### config.mk
export PLATFORM = sky130hd
export DESIGN_NAME = drt_front
export DESIGN_NICKNAME = d
export VERILOG_FILES = /design/src/rtl/datagram_reassembly_tracker_macros.svh /design/src/rtl/drt_pkg.sv /design/src/rtl/drt_front.sv
export SDC_FILE = /design/constraint.sdc
export NUM_CORES = 1
export LEC_CHECK = 0
export ABC_AREA = 1
export BUFFER_PORTS_ARGS = -buffer_cell sky130_fd_sc_hd__buf_2
export CAP_MARGIN = 20
export CORE_ASPECT_RATIO = 0.8
export CORE_MARGIN = 1
export CORE_UTILIZATION = 63
export CTS_BUF_LIST = sky130_fd_sc_hd__clkbuf_16
export CTS_CLUSTER_DIAMETER = 150
export CTS_CLUSTER_SIZE = 20
export DETAILED_ROUTE_END_ITERATION = 10
export MAX_ROUTING_LAYER = met4
export PLACE_DENSITY = 0.84
export REMOVE_ABC_BUFFERS = 1
export SLEW_MARGIN = 20
export SYNTH_ARGS = -nofsm -noshare
export SYNTH_HDL_FRONTEND = slang
export SYNTH_SLANG_ARGS = --single-unit
### constraint.sdc
create_clock -name clk_i -period 4.4 [get_ports clk_i]
set_clock_uncertainty 0.2 [all_clocks]
set_input_delay 0.44 -clock clk_i [delete_from_list [all_inputs] [get_ports clk_i]]
set_output_delay 0.44 -clock clk_i [all_outputs]
set_load 0.05 [all_outputs]
### src/rtl/datagram_reassembly_tracker_macros.svh
// Assertion macros used by the top-level RTL file.
`ifndef DATAGRAM_REASSEMBLY_TRACKER_MACROS_SVH
`define DATAGRAM_REASSEMBLY_TRACKER_MACROS_SVH
`ifndef SYNTH
`define DRT_ASSERT_IMPLY(lbl, clk, rst_n, pre, post) \
  lbl: assert property (@(posedge clk) disable iff (!rst_n) (pre) |-> (post)) \
    else $error("implication check failed");
`define DRT_ASSERT_NEXT(lbl, clk, rst_n, pre, post) \
  lbl: assert property (@(posedge clk) disable iff (!rst_n) (pre) |=> (post)) \
    else $error("next-cycle check failed");
`else
`define DRT_ASSERT_IMPLY(lbl, clk, rst_n, pre, post)
`define DRT_ASSERT_NEXT(lbl, clk, rst_n, pre, post)
`endif
`endif

### src/rtl/drt_pkg.sv
package drt_pkg;

  localparam int MAX_DATAGRAM = 2048;
  localparam int HEADER_BYTES = 17;
  localparam int ID_SLOTS     = 16;
  localparam int MAX_SEQ      = 1024;

  localparam logic [31:0] CRC_POLY = 32'h82F6_3B78;

  localparam int POS_W   = $clog2(MAX_DATAGRAM + 1);
  localparam int CNT_W   = $clog2(MAX_SEQ + 1);
  localparam int SEQ_W   = (MAX_SEQ > 1) ? $clog2(MAX_SEQ) : 1;
  localparam int SLOT_W  = (ID_SLOTS > 1) ? $clog2(ID_SLOTS) : 1;
  localparam int BM_BITS = ID_SLOTS * MAX_SEQ;
  localparam int BIT_W   = (BM_BITS > 64) ? $clog2(BM_BITS) : 6;
  localparam int BM_WORD_W = 32;
  localparam int OFF_W   = 5;
  localparam int BM_WORDS  = (BM_BITS + BM_WORD_W - 1) / BM_WORD_W;
  localparam int ADDR_W  = (BM_WORDS > 1) ? $clog2(BM_WORDS) : 1;

  typedef struct packed {
    logic [31:0] seq;
    logic [31:0] total;
    logic [63:0] id;
    logic [31:0] crc;
  } req_t;

  function automatic logic [31:0] crc_byte(input logic [31:0] crc, input logic [7:0] b);
    logic [31:0] c;
    c = crc ^ {24'd0, b};
    for (int k = 0; k < 8; k++) begin
      c = c[0] ? ((c >> 1) ^ CRC_POLY) : (c >> 1);
    end
    return c;
  endfunction

endpackage

### src/rtl/drt_front.sv
module drt_front (
  input  logic              clk_i,
  input  logic              rst_ni,
  input  logic              accept_i,
  input  logic [7:0]        data_byte_i,
  input  logic              last_byte_i,
  input  logic [7:0]        put_type_i,
  output logic              req_push_o,
  output drt_pkg::req_t     req_o
);

  logic [drt_pkg::POS_W-1:0] pos_q, pos_d;
  logic [31:0] crc_q, crc_d, crc_upd;
  logic [31:0] seq_q, seq_d, total_q, total_d;
  logic [7:0]  type_q, type_d;
  logic [63:0] id_q, id_d;
  logic        in_range;
  logic [drt_pkg::POS_W-1:0] len;
  logic [drt_pkg::POS_W-1:0] id_off;

  assign in_range = (pos_q < drt_pkg::POS_W'(drt_pkg::MAX_DATAGRAM));
  assign crc_upd  = drt_pkg::crc_byte(crc_q, data_byte_i);
  assign id_off   = pos_q - drt_pkg::POS_W'(9);
  assign len      = in_range ? pos_q + drt_pkg::POS_W'(1) : pos_q;

  always_comb begin
    seq_d   = seq_q;
    total_d = total_q;
    type_d  = type_q;
    id_d    = id_q;
    if (in_range) begin
      if (pos_q < drt_pkg::POS_W'(4)) begin
        seq_d[8*pos_q[1:0] +: 8] = data_byte_i;
      end else if (pos_q < drt_pkg::POS_W'(8)) begin
        total_d[8*pos_q[1:0] +: 8] = data_byte_i;
      end else if (pos_q == drt_pkg::POS_W'(8)) begin
        type_d = data_byte_i;
      end else if (pos_q < drt_pkg::POS_W'(drt_pkg::HEADER_BYTES)) begin
        id_d[8*id_off[2:0] +: 8] = data_byte_i;
      end
    end
    crc_d = in_range ? crc_upd : crc_q;
    pos_d = len;
    if (last_byte_i) begin
      crc_d = 32'hFFFF_FFFF;
      pos_d = '0;
    end
  end

  assign req_push_o = accept_i && last_byte_i
                   && (len >= drt_pkg::POS_W'(drt_pkg::HEADER_BYTES))
                   && (type_d == put_type_i)
                   && (seq_d < 32'(drt_pkg::MAX_SEQ));

  always_comb begin
    req_o.seq   = seq_d;
    req_o.total = total_d;
    req_o.id    = id_d;
    req_o.crc   = ~(in_range ? crc_upd : crc_q);
  end

  always_ff @(posedge clk_i or negedge rst_ni) begin
    if (!rst_ni) begin
      pos_q   <= '0;
      crc_q   <= 32'hFFFF_FFFF;
      seq_q   <= '0;
      total_q <= '0;
      type_q  <= '0;
      id_q    <= '0;
    end else if (accept_i) begin
      pos_q   <= pos_d;
      crc_q   <= crc_d;
      seq_q   <= seq_d;
      total_q <= total_d;
      type_q  <= type_d;
      id_q    <= id_d;
    end
  end

endmodule

==> flow_metrics.env <==
export IMPL_syn_cell_area_um2=11900
export IMPL_post_drt_wl_per_cell_um=16.0
export IMPL_finalCriticalPeriod_ns=4.22
export IMPL_dp_slack_ns=0.463
export IMPL_max_vdd_ir_drop_uv=1410
export IMPL_arrival_ns=3.58
export IMPL_crit_start="pos_q[1]"
export IMPL_met3_usage_pct=8.73
export IMPL_synth_warning_count=0
export IMPL_rsz0062_at_grt="true"
export IMPL_grt_pass1_wl_mm=57.1
export IMPL_fmax_mhz=237
export IMPL_setup_viol=0
export IMPL_drt_total_wl_mm=35.1
export IMPL_use_met1_pct=55.0
export IMPL_viasPerCell=5.64
export IMPL_core_um2=18300
export IMPL_drc=0
export IMPL_cts_buffers=17
export IMPL_cts_tree="done"
export IMPL_p_leak_nw=7.40
export IMPL_status="complete, no violations"
export IMPL_finalNonFillerCells=2192
export IMPL_cts_clk_slew_worst_paths_ns=0.07
export IMPL_power_density_nw_per_um2=795
export IMPL_stdcell_area_um2=13500
export IMPL_finalHoldViolCount=0
export IMPL_antenna_found_initial=1
export IMPL_cts_root_buf="clkbuf_16"
export IMPL_grt_use_total_pct=38.4
export IMPL_dp_cells=2155
export IMPL_syn_avg_cell_area_um2=6.68
export IMPL_reg2reg_from="pos_q[1]"
export IMPL_r2r_cells=14
export IMPL_mostFrequentLayoutCells="700 x nand2_1, 195 x inv_1, 174 x buf_2"
export IMPL_fin_tns_setup_ns=0
export IMPL_grt_ovfl_total=0
export IMPL_area_delta_synth_final_pct=13.6
export IMPL_slew_viol_final=0
export IMPL_ys_seq_elements=180
export IMPL_worst_pin_slew_ns=0.904
export IMPL_r2r_end="id_q[4]"
export IMPL_place_area_um2=12900
export IMPL_port_buffers=180
export IMPL_critPathMaxFanout=10
export IMPL_synth_cell_type_count=51
export IMPL_fin_crit_sh_pct=96.0
export IMPL_grt_pass1_vias=11113
export IMPL_clock_sinks=180
export IMPL_top_usage_layer="met1"
export IMPL_initial_core_util_pct=64.9
export IMPL_dp_hpwl_mm=24.9
export IMPL_end_kind="primary output"
export IMPL_required_ns=3.76
export IMPL_power_w=0.0107
export IMPL_first_iter_violations=1534
export IMPL_htree_levels=4
export IMPL_firstDrtPassIters=9
export IMPL_clk_latency_ns=0.45
export IMPL_mostFrequentLayoutCell="nand2_1"
export IMPL_synth_flop_cell="dfrtp_1"
export IMPL_drive_gt1_share_pct=18.0
export IMPL_ys_seq_area_share_pct=38.2
export IMPL_die_y_um=125
export IMPL_chipWidth_um=156
export IMPL_crit_end="req_o[38]"
export IMPL_grt_max_degree=91
export IMPL_worstSetupPathType="flip-flop to primary output"
export IMPL_layout_setup_ws_ns=0.175
export IMPL_min_path_type="input pin to flip-flop"
export IMPL_io_pins=181
export IMPL_vias=12357
export IMPL_synth_edf_count=0
export IMPL_reg2reg_setup_slack_ns=1.12
export IMPL_rows=44
export IMPL_gp_congestion=0.933
export IMPL_synth_async_reset_ratio_pct=100
export IMPL_cts_max_path_buffers=2
export IMPL_ant_nets=0
export IMPL_use_met2_pct=54.0
export IMPL_cp_start_kind="flip-flop"
export IMPL_slew_headroom_pct=39.7
export IMPL_maxCapViolCount=0
export IMPL_nets=1952
export IMPL_dieArea_um2=19400
export IMPL_synthesis_instances=1781
## through the flow
stage	hold slack [ns]	utilization, %
floorplan	-0.0556	-
global placement	0.261	70.2
detailed placement	0.265	70.2
CTS	0.141	73.4
global route	0.166	73.7
finish	0.164	73.7
## Yosys cell counts (8+ instances only)
| cell type | number | area share [%] |
|---|---|---|
| o21ai_0 | 164 | 6.9 |
| nand4_1 | 8 | 0.42 |
| nand2_2 | 25 | 1.3 |
| xor2_1 | 42 | 3.1 |
| inv_1 | 196 | 6.2 |
| o21ai_1 | 42 | 1.8 |
| nand3b_1 | 8 | 0.50 |
| nand2_1 | 702 | 22 |
| nand2_4 | 8 | 0.76 |
| buf_2 | 9 | 0.38 |
| dfstp_2 | 32 | 7.1 |
| nor2_1 | 107 | 3.4 |
| o22ai_1 | 9 | 0.47 |
| buf_4 | 9 | 0.57 |
| clkbuf_1 | 43 | 1.4 |
| nand3_1 | 75 | 3.2 |
| a21oi_1 | 37 | 1.6 |
| a31oi_1 | 14 | 0.74 |
| o21ai_2 | 13 | 0.96 |
| dfrtp_1 | 148 | 31 |
| inv_2 | 13 | 0.41 |
| ha_1 | 8 | 0.84 |
## worst min-delay path by stage
stage | depth (start not counted) | slack (ns) | to | from
2_1_floorplan | 0 | -0.06 | id_q[0] | rst_ni
3_3_place_gp | 2 | 0.26 | id_q[31] | id_q[31]
3_5_place_dp | 2 | 0.26 | seq_q[8] | seq_q[8]
4_1_cts | 3 | 0.14 | type_q[5] | data_byte_i[5]
5_1_grt | 3 | 0.17 | type_q[5] | data_byte_i[5]
6_report | 3 | 0.16 | type_q[5] | data_byte_i[5]
## power by group
group | switching [W] | internal (W)
sequential | 0.000238 | 0.00214
clock | 0.000759 | 0.000751
combinational | 0.00522 | 0.00164
## repair_timing
action | 4_1_cts | 5_1_grt
resized for setup | 1 | 12
hold buffers | 1 | 0
hold endpoints to repair | 72 | 0
setup buffers | 0 | 2
endpoints found under the setup margin | 1 | 11
## final cells by class
type	instances	area (µm²)
multi-input combinational	1318	6240
fill	1515	4820
sequential	180	4540
timing repair buffer	196	1050
inverter	211	798
clock buffer	17	425
tap	253	317
clock inverter	15	140
antenna	2	5.00
## worst max-delay path, stage by stage (launching register included)
cell,delay [ns]
dfrtp_1,0.46
inv_1,0.16
ha_1,0.26
inv_2,0.18
nand2_1,0.08
nand2_1,0.14
inv_1,0.08
ha_1,0.38
inv_1,0.20
nand3_1,0.18
nor3_4,0.28
a21oi_1,0.10
a31oi_1,0.30
buf_2,0.33
## state kept, by name, summed over array words and instances, names as in the netlist
signal,count
pos_q,12
crc_q,32
seq_q,32
id_q,64
total_q,32
type_q,8
## metal layers
| metal | up-vias | share of wire, % |
|---|---|---|
| li1 | 5886 | - |
| met1 | 5700 | 44 |
| met2 | 691 | 44 |
| met3 | 80 | 11 |
| met4 | 0 | 2.2 |
| met5 | - | 0 |
## cells by family after synthesis
logic type                 count (synthesis)  share of synthesized area (%)
AOI/OAI and AO/OA                        295                           13.5
xor gates and xnor gates                  45                           3.31
buffers and inverters                    283                           9.67
DFF                                      180                           38.2
adders and majority gates                  8                          0.841
and+or+nand+nor                          968                           34.3
muxes                                      2                          0.168
Note: power is estimated with default switching activity, not from simulation.
