===== config.mk =====
export PLATFORM = sky130hd
export DESIGN_NAME = drt_req_fifo
export DESIGN_NICKNAME = d
export VERILOG_FILES = /design/src/rtl/datagram_reassembly_tracker_macros.svh /design/src/rtl/drt_pkg.sv /design/src/rtl/drt_req_fifo.sv
export SDC_FILE = /design/constraint.sdc
export NUM_CORES = 1
export LEC_CHECK = 0
export BUFFER_PORTS_ARGS = -buffer_cell sky130_fd_sc_hd__buf_4
export CAP_MARGIN = 20
export CORE_MARGIN = 3
export CORE_UTILIZATION = 38
export CTS_CLUSTER_DIAMETER = 120
export DETAILED_ROUTE_END_ITERATION = 16
export MAX_ROUTING_LAYER = met4
export PLACE_DENSITY = 0.58
export SLEW_MARGIN = 40
export SYNTH_ARGS = -nofsm -noshare
export SYNTH_HDL_FRONTEND = slang
export SYNTH_SLANG_ARGS = --single-unit

===== constraint.sdc =====
create_clock -name clk_i -period 9.3 [get_ports clk_i]
set_input_delay 0 -clock clk_i [delete_from_list [all_inputs] [get_ports clk_i]]
set_output_delay 0 -clock clk_i [all_outputs]
set_load 0.02 [all_outputs]

===== src/rtl/datagram_reassembly_tracker_macros.svh =====
// Assertion macros used by the top-level RTL file.
`ifndef DATAGRAM_REASSEMBLY_TRACKER_MACROS_SVH
`define DATAGRAM_REASSEMBLY_TRACKER_MACROS_SVH
`ifndef SYNTH
`define DRT_ASSERT_IMPLY(lbl, clk, rst_n, pre, post) \
  lbl: assert property (@(posedge clk) disable iff (!rst_n) (pre) |-> (post)) \
    else $error("implication check failed");
`define DRT_ASSERT_NEXT(lbl, clk, rst_n, pre, post) \
  lbl: assert property (@(posedge clk) disable iff (!rst_n) (pre) |=> (post)) \
    else $error("next-cycle check failed");
`else
`define DRT_ASSERT_IMPLY(lbl, clk, rst_n, pre, post)
`define DRT_ASSERT_NEXT(lbl, clk, rst_n, pre, post)
`endif
`endif


===== src/rtl/drt_pkg.sv =====
package drt_pkg;

  localparam int MAX_DATAGRAM = 2048;
  localparam int HEADER_BYTES = 17;
  localparam int ID_SLOTS     = 16;
  localparam int MAX_SEQ      = 1024;

  localparam logic [31:0] CRC_POLY = 32'h82F6_3B78;

  localparam int POS_W   = $clog2(MAX_DATAGRAM + 1);
  localparam int CNT_W   = $clog2(MAX_SEQ + 1);
  localparam int SEQ_W   = (MAX_SEQ > 1) ? $clog2(MAX_SEQ) : 1;
  localparam int SLOT_W  = (ID_SLOTS > 1) ? $clog2(ID_SLOTS) : 1;
  localparam int BM_BITS = ID_SLOTS * MAX_SEQ;
  localparam int BIT_W   = (BM_BITS > 64) ? $clog2(BM_BITS) : 6;
  localparam int BM_WORD_W = 32;
  localparam int OFF_W   = 5;
  localparam int BM_WORDS  = (BM_BITS + BM_WORD_W - 1) / BM_WORD_W;
  localparam int ADDR_W  = (BM_WORDS > 1) ? $clog2(BM_WORDS) : 1;

  typedef struct packed {
    logic [31:0] seq;
    logic [31:0] total;
    logic [63:0] id;
    logic [31:0] crc;
  } req_t;

  function automatic logic [31:0] crc_byte(input logic [31:0] crc, input logic [7:0] b);
    logic [31:0] c;
    c = crc ^ {24'd0, b};
    for (int k = 0; k < 8; k++) begin
      c = c[0] ? ((c >> 1) ^ CRC_POLY) : (c >> 1);
    end
    return c;
  endfunction

endpackage


===== src/rtl/drt_req_fifo.sv =====
module drt_req_fifo (
  input  logic          clk_i,
  input  logic          rst_ni,
  input  logic          push_i,
  input  drt_pkg::req_t data_i,
  input  logic          pop_i,
  output drt_pkg::req_t data_o,
  output logic          full_o,
  output logic          empty_o
);

  drt_pkg::req_t mem_q [2];
  logic       wptr_q, rptr_q;
  logic [1:0] cnt_q;

  assign full_o  = (cnt_q == 2'd2);
  assign empty_o = (cnt_q == 2'd0);
  assign data_o  = mem_q[rptr_q];

  always_ff @(posedge clk_i) begin
    if (push_i) begin
      mem_q[wptr_q] <= data_i;
    end
  end

  always_ff @(posedge clk_i or negedge rst_ni) begin
    if (!rst_ni) begin
      wptr_q <= 1'b0;
      rptr_q <= 1'b0;
      cnt_q  <= 2'd0;
    end else begin
      if (push_i) begin
        wptr_q <= ~wptr_q;
      end
      if (pop_i) begin
        rptr_q <= ~rptr_q;
      end
      cnt_q <= cnt_q + 2'(push_i) - 2'(pop_i);
    end
  end

endmodule


==> results.tsv, run 1 <==
stage	metric	value	unit
run_status	status	finished, final reports clean	
critical_path	end_kind	output pin	
power_and_ir_drop	p_int	3.693	mW
placed_design	preCtsSetupSlack	7.115	ns
min_path	hp-start	data_i[15]	
sta	tns	0	ns
sta	maxSlewViolCount	0	
power_and_ir_drop	leakage	6.994	nW
grt	grt_pass1_wl	39.26	mm
routing	via_count	6610	
routing	drtIter0Drc	339	
clocking	cts_buffers	36	
sta	slew_headroom	0.4837	
clocking	clk_latency	0.50	ns
layout	fin_cells	1454	
synthesis	syn_inst	513	
sta	worst_pin_slew	0.7744	ns
floorplan	die_h	184.5	um
clocking	cts_tree	done	
grt	grtUsageMet3	0.03414	
placed_design	gp_congestion	0.8029	
clocking	htree_num_levels	2	
critical_path	critPathBufInv	4	
power_and_ir_drop	fin_total_pwr	5.274	mW
min_path	hold_depth	2	
power_and_ir_drop	sequentialPowerShare	0.382	
synthesis	mappedNetlistArea	0.01210	mm2
critical_path	worstSetupPathType	flip-flop to output pin	
synthesis	ys_types	13	
grt	grtUsageMet1	0.1853	
grt	grt_pass1_vias	7095	
routing	routed_wl	26.25	mm
critical_path	crit_chain	buf_12 > buf_12 > buf_4 > mux2_2 > buf_4	
layout	finalNetCount	1198	
clocking	cts_buffer_depth	3	
grt	top_usage_layer	met2	
placed_design	portBuffers	325	
min_path	worstHoldEndpoint	mem_q[0][15]	
critical_path	rrSetupSlack	7.31	ns
power_and_ir_drop	clockPowerShare	0.258	
sta	fin_ws	6.654	ns
floorplan	initial_core_util	0.3906	
sta	rsz0062_at_grt	false	
placed_design	dp.final_hpwl	16.93	mm
sta	skew	0.01447	ns
synthesis	yosysSeqAreaShare	0.8022	
routing	drcViolationCount	0	
layout	layout-drive-gt1-share	0.5152	
critical_path	critPathTopFamily	buffers and inverters	
power_and_ir_drop	switching_share	0.2998	
min_path	hold_class	input pin to flip-flop	
grt	antenna_found_initial	2	
routing	first_pass_iters	4	
synthesis	yosysWarnings	0	
critical_path	rr_endpoint	mem_q[1][93]	
clocking	cts.reportedPaths.clkPinSlew	0.06	ns
critical_path	cp.arrival	2.65	ns
clocking	post_cts_buffers	0	
power_and_ir_drop	power_density	296.1	mW/mm2
floorplan	die_w	184.5	um
layout	synthToLayoutAreaGrowth	47.14	%
synthesis	ys_seq_elements	324	
synthesis	postSynthAreaPerCell	23.59	um2
floorplan	rows	64	
sta	setup_violations	0	
clocking	cts-root-buf	clkbuf_16	
routing	vias_per_cell	4.546	
sta	fmax	0.3779	GHz
grt	grt_use_total	0.1524	
flow_run	drv_cap	0	
sta	final-hold-violation-count	0	
grt	grt_overflow	0	
routing	wl_per_cell	18.05	um
placed_design	place_inst	1226	
power_and_ir_drop	switching_power	1.581	mW
floorplan	die_area	0.03403	mm2
grt	grt_max_degree	71	
synthesis	synth_nets	679	
routing	drtAntennaViolNets	0	
clocking	clock-sinks	324	
critical_path	r2r.worst_path.cells	3	
power_and_ir_drop	vdd_drop_max	0.0002181	V
critical_path	slowest_stage	dfrtp_4	
critical_path	start_kind	flip-flop	
grt	grtUsageMet2	0.2551	
critical_path	cp_max_fo	32	
layout	final_util	0.5747	
floorplan	pin_count	326	
critical_path	critPathMaxStageDelay	0.52	ns
clocking	cts-resized-gates	0	
sta	timing.final.crit_share	0.2845	
power_and_ir_drop	combPwrFrac	0.360	
floorplan	core	0.03099	mm2
critical_path	reg2reg_from	wptr_q	
sta	min_period	2.646	ns
critical_path	crit_required	9.30	ns
## cell type report
cell class / count / area, um2
diodes: 2 / 5.005
inverters: 2 / 7.507
repair buffers: 499 / 4217
clock buffers: 47 / 963.4
flip-flops and latches: 324 / 9713
multi-input cells: 169 / 2238
fillers: 2368 / 13180
clock inverters: 15 / 170.2
well taps: 396 / 495.5
## flip-flops by register name, indices dropped and copies added (netlist names)
signal / cells
mem_q: 320
wptr_q: 1
rptr_q: 1
cnt_q: 2
## cell usage after synthesis
cell type,n,area [um2]
and2_1,1,6.260
dfrtp_1,4,100.1
inv_1,2,7.510
mux2_4,90,1351
buf_2,7,35.03
xor3_1,1,23.77
nor2_1,1,3.750
buf_6,11,123.9
ha_1,2,25.02
edfxtp_1,320,9609
xor2_1,2,17.52
mux2_2,70,788.3
nor2b_1,2,12.51
## stage by stage
stage / hold slack (ns) / cell area (um2)
2_1_floorplan: -0.2956 / 12100
3_3_place_gp: -0.2035 / 14940
3_5_place_dp: -0.1963 / 15020
4_1_cts: 0.1908 / 17800
5_1_grt: 0.2115 / 17810
6_report: 0.2288 / 17810
## kinds of logic after synthesis
group         count (synthesis)  synth area share
buf+inv                      20           0.01375
mux                         160            0.1768
xor+xnor                      3          0.003411
simple gates                  4          0.001861
flops                       324            0.8022
fa+ha+maj                     2          0.002067
## layout by cell type, fill, tap and decap left out
| cell | synthesis | routed |
|---|---|---|
| and2_4 | 0 | 1 |
| ha_1 | 2 | 2 |
| buf_8 | 0 | 1 |
| nor2b_4 | 0 | 1 |
| diode_2 | 0 | 2 |
| xor2_1 | 2 | 2 |
| clkbuf_16 | 0 | 37 |
| dfrtp_4 | 0 | 1 |
| buf_12 | 0 | 3 |
| clkinv_2 | 0 | 4 |
| clkinv_1 | 0 | 6 |
| edfxtp_1 | 320 | 320 |
| buf_4 | 0 | 327 |
| clkinvlp_4 | 0 | 1 |
| nor2_1 | 1 | 1 |
| dlygate4sd3_1 | 0 | 164 |
| dfrtp_1 | 4 | 3 |
| clkbuf_1 | 0 | 10 |
| mux2_4 | 90 | 90 |
| xor3_1 | 1 | 1 |
| buf_6 | 11 | 4 |
| mux2_2 | 70 | 70 |
| bufinv_16 | 0 | 4 |
| nor2b_1 | 2 | 1 |
| inv_1 | 2 | 2 |
## power by group through the flow
stage	logic (mW)	registers, mW	clock network, mW
6_report	1.90	2.02	1.36
3_3_place_gp	1.76	2.10	0
5_1_grt	2.00	2.04	1.46
2_1_floorplan	1.20	2.08	0
3_5_place_dp	1.86	2.05	0
4_1_cts	1.93	2.02	1.41
## worst max path at each step
stage | start | end | slack, ns | cells after the start
after CTS | rptr_q | data_o[25] | 6.60 | 5
after detailed placement | wptr_q | mem_q[0][94] | 7.11 | 3
after floorplan | wptr_q | mem_q[0][0] | 1.14 | 1
after global placement | rptr_q | data_o[55] | 6.66 | 3
after global routing | rptr_q | data_o[25] | 6.52 | 5
final | rptr_q | data_o[25] | 6.65 | 5
## worst reg2reg max path, delay by kind of cell, from the launching register on
kind / cells / cell delay, ns
DFF: 1 / 0.41
buffers and inverters: 2 / 0.74
and+or+nand+nor: 1 / 0.49
## per-layer routing
metal  part of all wire  wire [um]
met1               0.40      10440
met2               0.50      13210
met3              0.075       1970
met4              0.024        619
met5                  0          0
## repair_timing
| action | 4_1_cts | 5_1_grt |
|---|---|---|
| endpoints found under the hold margin | 338 | 0 |
| hold buffers | 164 | 0 |
| endpoints found under the setup margin | 0 | 0 |
No activity file was read; power rests on OpenSTA's default activity.
==> run 2: changes to the inputs <==
- clock period: 9.3 -> 2.6 ns (I/O delays scaled with it)
==> run 2 against run 1 <==
Global-route usage rose by 0.51 points; utilization grew 0.25 points; critical endpoint is now data_o[41]; hold slack improved by 0.00088 ns; largest power group unchanged; combinational power grew to 3.6 times the previous value; flip-flop and latch count unchanged; sequential power grew to 3.6 times the previous value; non-clock buffer count up 7; clock skew fell by 0.0089 ns; sequential share of layout area down 0.24 points; worst setup slack got worse by 6.2 ns; clock power grew to 3.5 times the previous value.
==> results.tsv, run 2 (synthesis gave the netlist of run 1 again) <==
stage	metric	value	unit	change
layout	top_regs	mem_q x320, cnt_q x2		
placed_design	portBuffers	325		unchanged
grt	grt_pass1_wl	40.13	mm	+2.2%
power_and_ir_drop	power_density	1057	mW/mm2	+260%
layout	diodes	0		-2
layout	finalNetCount	1204		+0.50%
floorplan	die_area	0.03403	mm2	unchanged
critical_path	crit_chain	buf_12 > mux2_2 > buf_4		
critical_path	start_kind	flip-flop		
grt	antenna_found_initial	0		-2
floorplan	die_h	184.5	um	unchanged
floorplan	initial_core_util	0.3906		unchanged
clocking	post_cts_buffers	0		unchanged
power_and_ir_drop	vdd_drop_max	0.0005488	V	+150%
placed_design	place_area	0.01512	mm2	+0.67%
clocking	cts_tree	done		
layout	fin_area	0.01789	mm2	+0.44%
floorplan	core	0.03099	mm2	unchanged
grt	grt_pass1_vias	7535		+6.2%
clocking	cts-root-buf	clkbuf_16		
sta	setup_violations	0		unchanged
routing	routed_wl	26.74	mm	+1.9%
layout	layout.cells.most_common	buf_4		
sta	min_period	2.121	ns	
grt	grt_max_degree	52		-27%
critical_path	cp_max_fo	45		+41%
layout	final_cell_mix	buf_4 (334), edfxtp_1 (320), dlygate4sd3_1 (164)		
layout	synthToLayoutAreaGrowth	47.78	%	
clocking	cts.reportedPaths.clkPinSlew	0.05	ns	about the same
run_status	status	finished, final reports clean		
sta	skew	0.005539	ns	-0.008928 ns
critical_path	end_kind	output pin		
routing	wl_per_cell	18.32	um	+1.5%
sta	worst_pin_slew	0.7661	ns	-0.008341 ns
critical_path	critPathMaxStageDelay	0.70	ns	+0.18 ns
sta	maxSlewViolCount	0		unchanged
clocking	clock-sinks	324		unchanged
routing	first_pass_iters	4		unchanged
floorplan	die_w	184.5	um	unchanged
sta	rsz0062_at_grt	false		
sta	timing.final.crit_share	0.8158		
layout	regMostFlops	mem_q		
power_and_ir_drop	fin_total_pwr	18.91	mW	+260%
placed_design	dp.final_hpwl	17.86	mm	+5.5%
critical_path	worstSetupPathType	flip-flop to output pin		
layout	largest_register_ffs	320		unchanged
layout	layout-drive-gt1-share	0.5207		+0.005525
routing	vias_per_cell	4.580		+0.75%
flow_run	drv_cap	0		unchanged
sta	fin_ws	0.4790	ns	-6.175 ns
power_and_ir_drop	leakage	7.038	nW	+0.62%
grt	grt_overflow	0		unchanged
placed_design	preCtsSetupSlack	0.8621	ns	-6.253 ns
critical_path	crit_required	2.60	ns	-6.70 ns
sta	final-hold-violation-count	0		unchanged
sta	fmax	0.4715	GHz	
clocking	cts_buffers	35		-2.8%
critical_path	rrSetupSlack	0.85	ns	-6.46 ns
layout	final_util	0.5772		+0.002503
sta	slew_headroom	0.4882		+0.004478
routing	drcViolationCount	0		unchanged
routing	drtAntennaViolNets	0		unchanged
floorplan	rows	64		unchanged
placed_design	gp_congestion	0.7406		-7.8%
routing	via_count	6687		+1.2%
clocking	clk_latency	0.49	ns	about the same
grt	grt_use_total	0.1575		+0.005114
critical_path	slowest_stage	dfrtp_4		
clocking	cts_buffer_depth	3		unchanged
critical_path	cp.arrival	2.12	ns	-0.53 ns
routing	drtIter0Drc	302		-11%
sta	finalHoldWorstSlack	0.2297	ns	+0.0008760 ns
floorplan	pin_count	326		unchanged
clocking	htree_num_levels	2		unchanged
layout	fillCellCount	2286		-3.5%
min_path	hold_class	input pin to flip-flop		
==> run 2: changes by cell type in the layout (fill, tap and decap cells not counted) <==
cell,delta
buf_8,-1
buf_12,+5
clkinv_4,+1
bufinv_16,-2
clkinv_1,+3
buf_4,+7
buf_6,-4
diode_2,-2
clkbuf_8,+3
clkinvlp_4,+1
clkbuf_1,-5
==> run 2: worst paths after layout <==
| check | startpoint | to | cells past startpoint |
|---|---|---|---|
| max | rptr_q | data_o[41] | 3 |
| min | data_i[146] | mem_q[1][146] | 2 |
| max reg2reg | wptr_q | mem_q[0][142] | 2 |
| min reg2reg | wptr_q | wptr_q | 1 |
| max in group asynchronous | rst_ni | rptr_q | 3 |
| min in group asynchronous | rst_ni | cnt_q[1] | 3 |
==> run 2: repair_timing <==
item / CTS / global route
hold buffers: 164 / 0
hold endpoints to repair: 328 / 0
resized for setup: 0 / 0
==> run 2: critical path, delay by kind of cell (launching register included) <==
| family | cells | cell delay (ns) |
|---|---|---|
| buffers and inverters | 2 | 0.53 |
| flip-flops | 1 | 0.70 |
| multiplexers | 1 | 0.38 |
==> run 2: per-layer routing <==
layer	wire [um]	global-route usage	up-vias	part of all wire
li1	-	-	3099	-
met1	10590	0.1848	3238	0.40
met2	12820	0.2564	296	0.48
met3	2548	0.05230	54	0.095
met4	778	0.05352	0	0.029
met5	0	-	-	0
==> run 2: layout make-up <==
| type | count | area, um2 | area share |
|---|---|---|---|
| flip-flops and latches | 324 | 9713 | 0.5430 |
| repair buffers | 506 | 4309 | 0.2409 |
| multi-input cells | 169 | 2238 | 0.1251 |
| clock buffers | 45 | 985.9 | 0.05512 |
| well taps | 396 | 495.5 | 0.02770 |
| clock inverters | 18 | 137.6 | 0.007694 |
| inverters | 2 | 7.507 | 0.0004197 |
==> run 2: where the power goes <==
group / internal [mW] / switching (mW) / total [mW] / leakage (nW)
Combinational: 3.36 / 3.56 / 6.92 / 3.44
Sequential: 6.92 / 0.325 / 7.25 / 3.05
Clock: 2.87 / 1.87 / 4.74 / 0.546
Total: 13.2 / 5.75 / 18.9 / 7.04
==> run 2: per-stage QoR <==
stage	TNS [ns]	instances
4_1_cts	0	1460
3_5_place_dp	0	1233
6_report	0	1460
2_1_floorplan	-138.69	513
5_1_grt	0	1460
3_3_place_gp	0	1233
==> run 3: changes to the inputs <==
- clock period: 2.6 -> 1.99 ns (I/O delays scaled with it)
==> run 3 against run 2 <==
Final cell count fell by 0.14%; sequential share of layout area rose by 0.13 points; clock-buffer cell count fell by 1; cell area fell by 0.24%; first-iteration DRC count rose by 8.3%; register-to-register slack got worse by 0.34 ns; total power rose by 30%; worst setup slack got worse by 0.40 ns; utilization fell by 0.14 points; sequential power rose by 30%; clock power rose by 26%.
==> results.tsv, run 3 (synthesis gave the netlist of run 1 again) <==
stage	metric	value	unit	change
power_and_ir_drop	fin_total_pwr	24.54	mW	+30%
floorplan	die_h	184.5	um	unchanged
critical_path	slowest_stage	dfrtp_4		
layout	finalNetCount	1202		-0.17%
routing	met3_length	2.176	mm	-15%
critical_path	cp.arrival	1.91	ns	-0.21 ns
grt	grt_max_degree	90		+73%
min_path	worstHoldEndpoint	mem_q[1][17]		
critical_path	critPathBufInv	2		unchanged
min_path	hold_class	input pin to flip-flop		
sta	timing.final.crit_share	0.9591		
grt	grt_overflow	0		unchanged
floorplan	core	0.03099	mm2	unchanged
routing	wl_met1	10.58	mm	about the same
flow_run	drv_cap	0		unchanged
floorplan	die_w	184.5	um	unchanged
routing	vias_per_cell	4.559		-0.46%
sta	final-hold-violation-count	0		unchanged
min_path	hp-start	data_i[17]		
critical_path	crit_chain	buf_4 > mux2_2 > buf_4		
sta	min_period	1.909	ns	
placed_design	place_area	0.01511	mm2	about the same
power_and_ir_drop	vdd_drop_max	0.0009338	V	+70%
routing	wl_per_cell	18.14	um	-0.94%
routing	via_count	6647		-0.60%
floorplan	rows	64		unchanged
placed_design	dp.final_hpwl	17.21	mm	-3.7%
power_and_ir_drop	leakage	7.021	nW	-0.23%
clocking	htree_num_levels	2		unchanged
layout	synthToLayoutAreaGrowth	47.42	%	
layout	final_cell_mix	buf_4 (329), edfxtp_1 (320), dlygate4sd3_1 (164)		
layout	final_util	0.5758		-0.001413
grt	grt_use_total	0.1540		-0.003514
routing	drtAntennaViolNets	0		unchanged
critical_path	crit_path_frequent_cell	buf_4		
layout	fillCellCount	2321		+1.5%
clocking	clk_latency	0.50	ns	about the same
grt	grt_pass1_wl	39.47	mm	-1.6%
sta	worst_pin_slew	0.5456	ns	-0.2204 ns
critical_path	cp_max_fo	13		-71%
min_path	hold_depth	2		unchanged
critical_path	end_kind	output pin		
clocking	cts_tree	done		
grt	grt_pass1_vias	7266		-3.6%
routing	routed_wl	26.45	mm	-1.1%
grt	antenna_found_initial	0		unchanged
clocking	cts_buffers	36		+2.9%
critical_path	critPathTopFamily	flip-flops		
critical_path	rr_endpoint	mem_q[0][71]		
critical_path	start_kind	flip-flop		
sta	fmax	0.5240	GHz	
placed_design	portBuffers	325		unchanged
layout	largest_register_ffs	320		unchanged
layout	diodes	0		unchanged
critical_path	critPathMaxStageDelay	0.59	ns	-0.11 ns
routing	drcViolationCount	0		unchanged
floorplan	initial_core_util	0.3906		unchanged
critical_path	reg2reg_from	wptr_q		
critical_path	r2r.worst_path.cells	2		unchanged
floorplan	pin_count	326		unchanged
critical_path	crit_start	rptr_q		
layout	fin_area	0.01784	mm2	-0.24%
layout	layout-drive-gt1-share	0.5179		-0.002786
floorplan	die_area	0.03403	mm2	unchanged
sta	skew	0.007904	ns	+0.002365 ns
placed_design	gp_congestion	0.7595		+2.6%
sta	slew_headroom	0.6362		+0.1480
sta	maxSlewViolCount	0		unchanged
clocking	cts-root-buf	clkbuf_16		
routing	drtIter0Drc	327		+8.3%
layout	regMostFlops	mem_q		
routing	top_layer_used	met4		
run_status	status	finished, final reports clean		
sta	tns	0	ns	unchanged
clocking	cts_buffer_depth	3		unchanged
routing	met2_length	12.91	mm	+0.69%
critical_path	worstSetupPathType	flip-flop to output pin		
clocking	clock-sinks	324		unchanged
clocking	cts.reportedPaths.clkPinSlew	0.05	ns	about the same
layout	layout.cells.most_common	buf_4		
routing	first_pass_iters	4		unchanged
power_and_ir_drop	power_density	1375	mW/mm2	+30%
layout	top_regs	mem_q x320, cnt_q x2		
sta	setup_violations	0		unchanged
critical_path	crit_required	1.99	ns	-0.61 ns
critical_path	rrSetupSlack	0.51	ns	-0.34 ns
sta	rsz0062_at_grt	true		
[run 3: cell count changes in the layout (fill, tap and decap cells not counted), sizes merged]
| cell | change |
|---|---|
| buf | -3 |
| clkinvlp | -2 |
| clkinv | +5 |
| bufinv | -1 |
| clkbuf | -1 |
[run 3: what timing repair did]
action	CTS	global route
endpoints found under the setup margin	75	5
gates resized for setup	0	1
hold buffers	164	0
endpoints found under the hold margin	328	0
cloned	0	0
pin swaps	0	0
buffers inserted	1	1
[run 3: worst max path at each step]
stage / cells past startpoint / to / slack [ns]
final: 3 / data_o[40] / 0.08
after CTS: 3 / data_o[4] / 0.006
after global routing: 3 / data_o[43] / -0.0005
after global placement: 3 / data_o[4] / 0.50
after detailed placement: 3 / data_o[4] / 0.49
after floorplan: 1 / mem_q[0][0] / -1.23
[run 3: report_power, final]
part	internal [mW]	total (mW)	leakage, nW	switching [mW]
Sequential	9.06	9.44	3.05	0.375
Clock	3.52	5.97	0.532	2.45
Combinational	4.48	9.14	3.44	4.66
[run 3: routing by layer]
metal	up-vias	track usage
li1	3101	-
met1	3214	0.1853
met2	274	0.2513
met3	58	0.04440
met4	0	0.05110
met5	-	-
[run 3: final cells by class]
class | count | area [um2] | area share
clock buffers | 44 | 952.2 | 0.05336
clock inverters | 20 | 117.6 | 0.006591
well taps | 396 | 495.5 | 0.02777
repair buffers | 503 | 4319 | 0.2421
flip-flops and latches | 324 | 9713 | 0.5444
multi-input cells | 169 | 2238 | 0.1254
inverters | 2 | 7.507 | 0.0004207
[run 3: through the flow]
stage / instances / worst slack (ns) / hold slack, ns
floorplan: 513 / -1.231 / -0.2956
global placement: 1228 / 0.4988 / -0.1997
detailed placement: 1228 / 0.4857 / -0.1984
CTS: 1457 / 0.005942 / 0.1964
global route: 1458 / -0.0005120 / 0.2193
finish: 1458 / 0.08142 / 0.2287
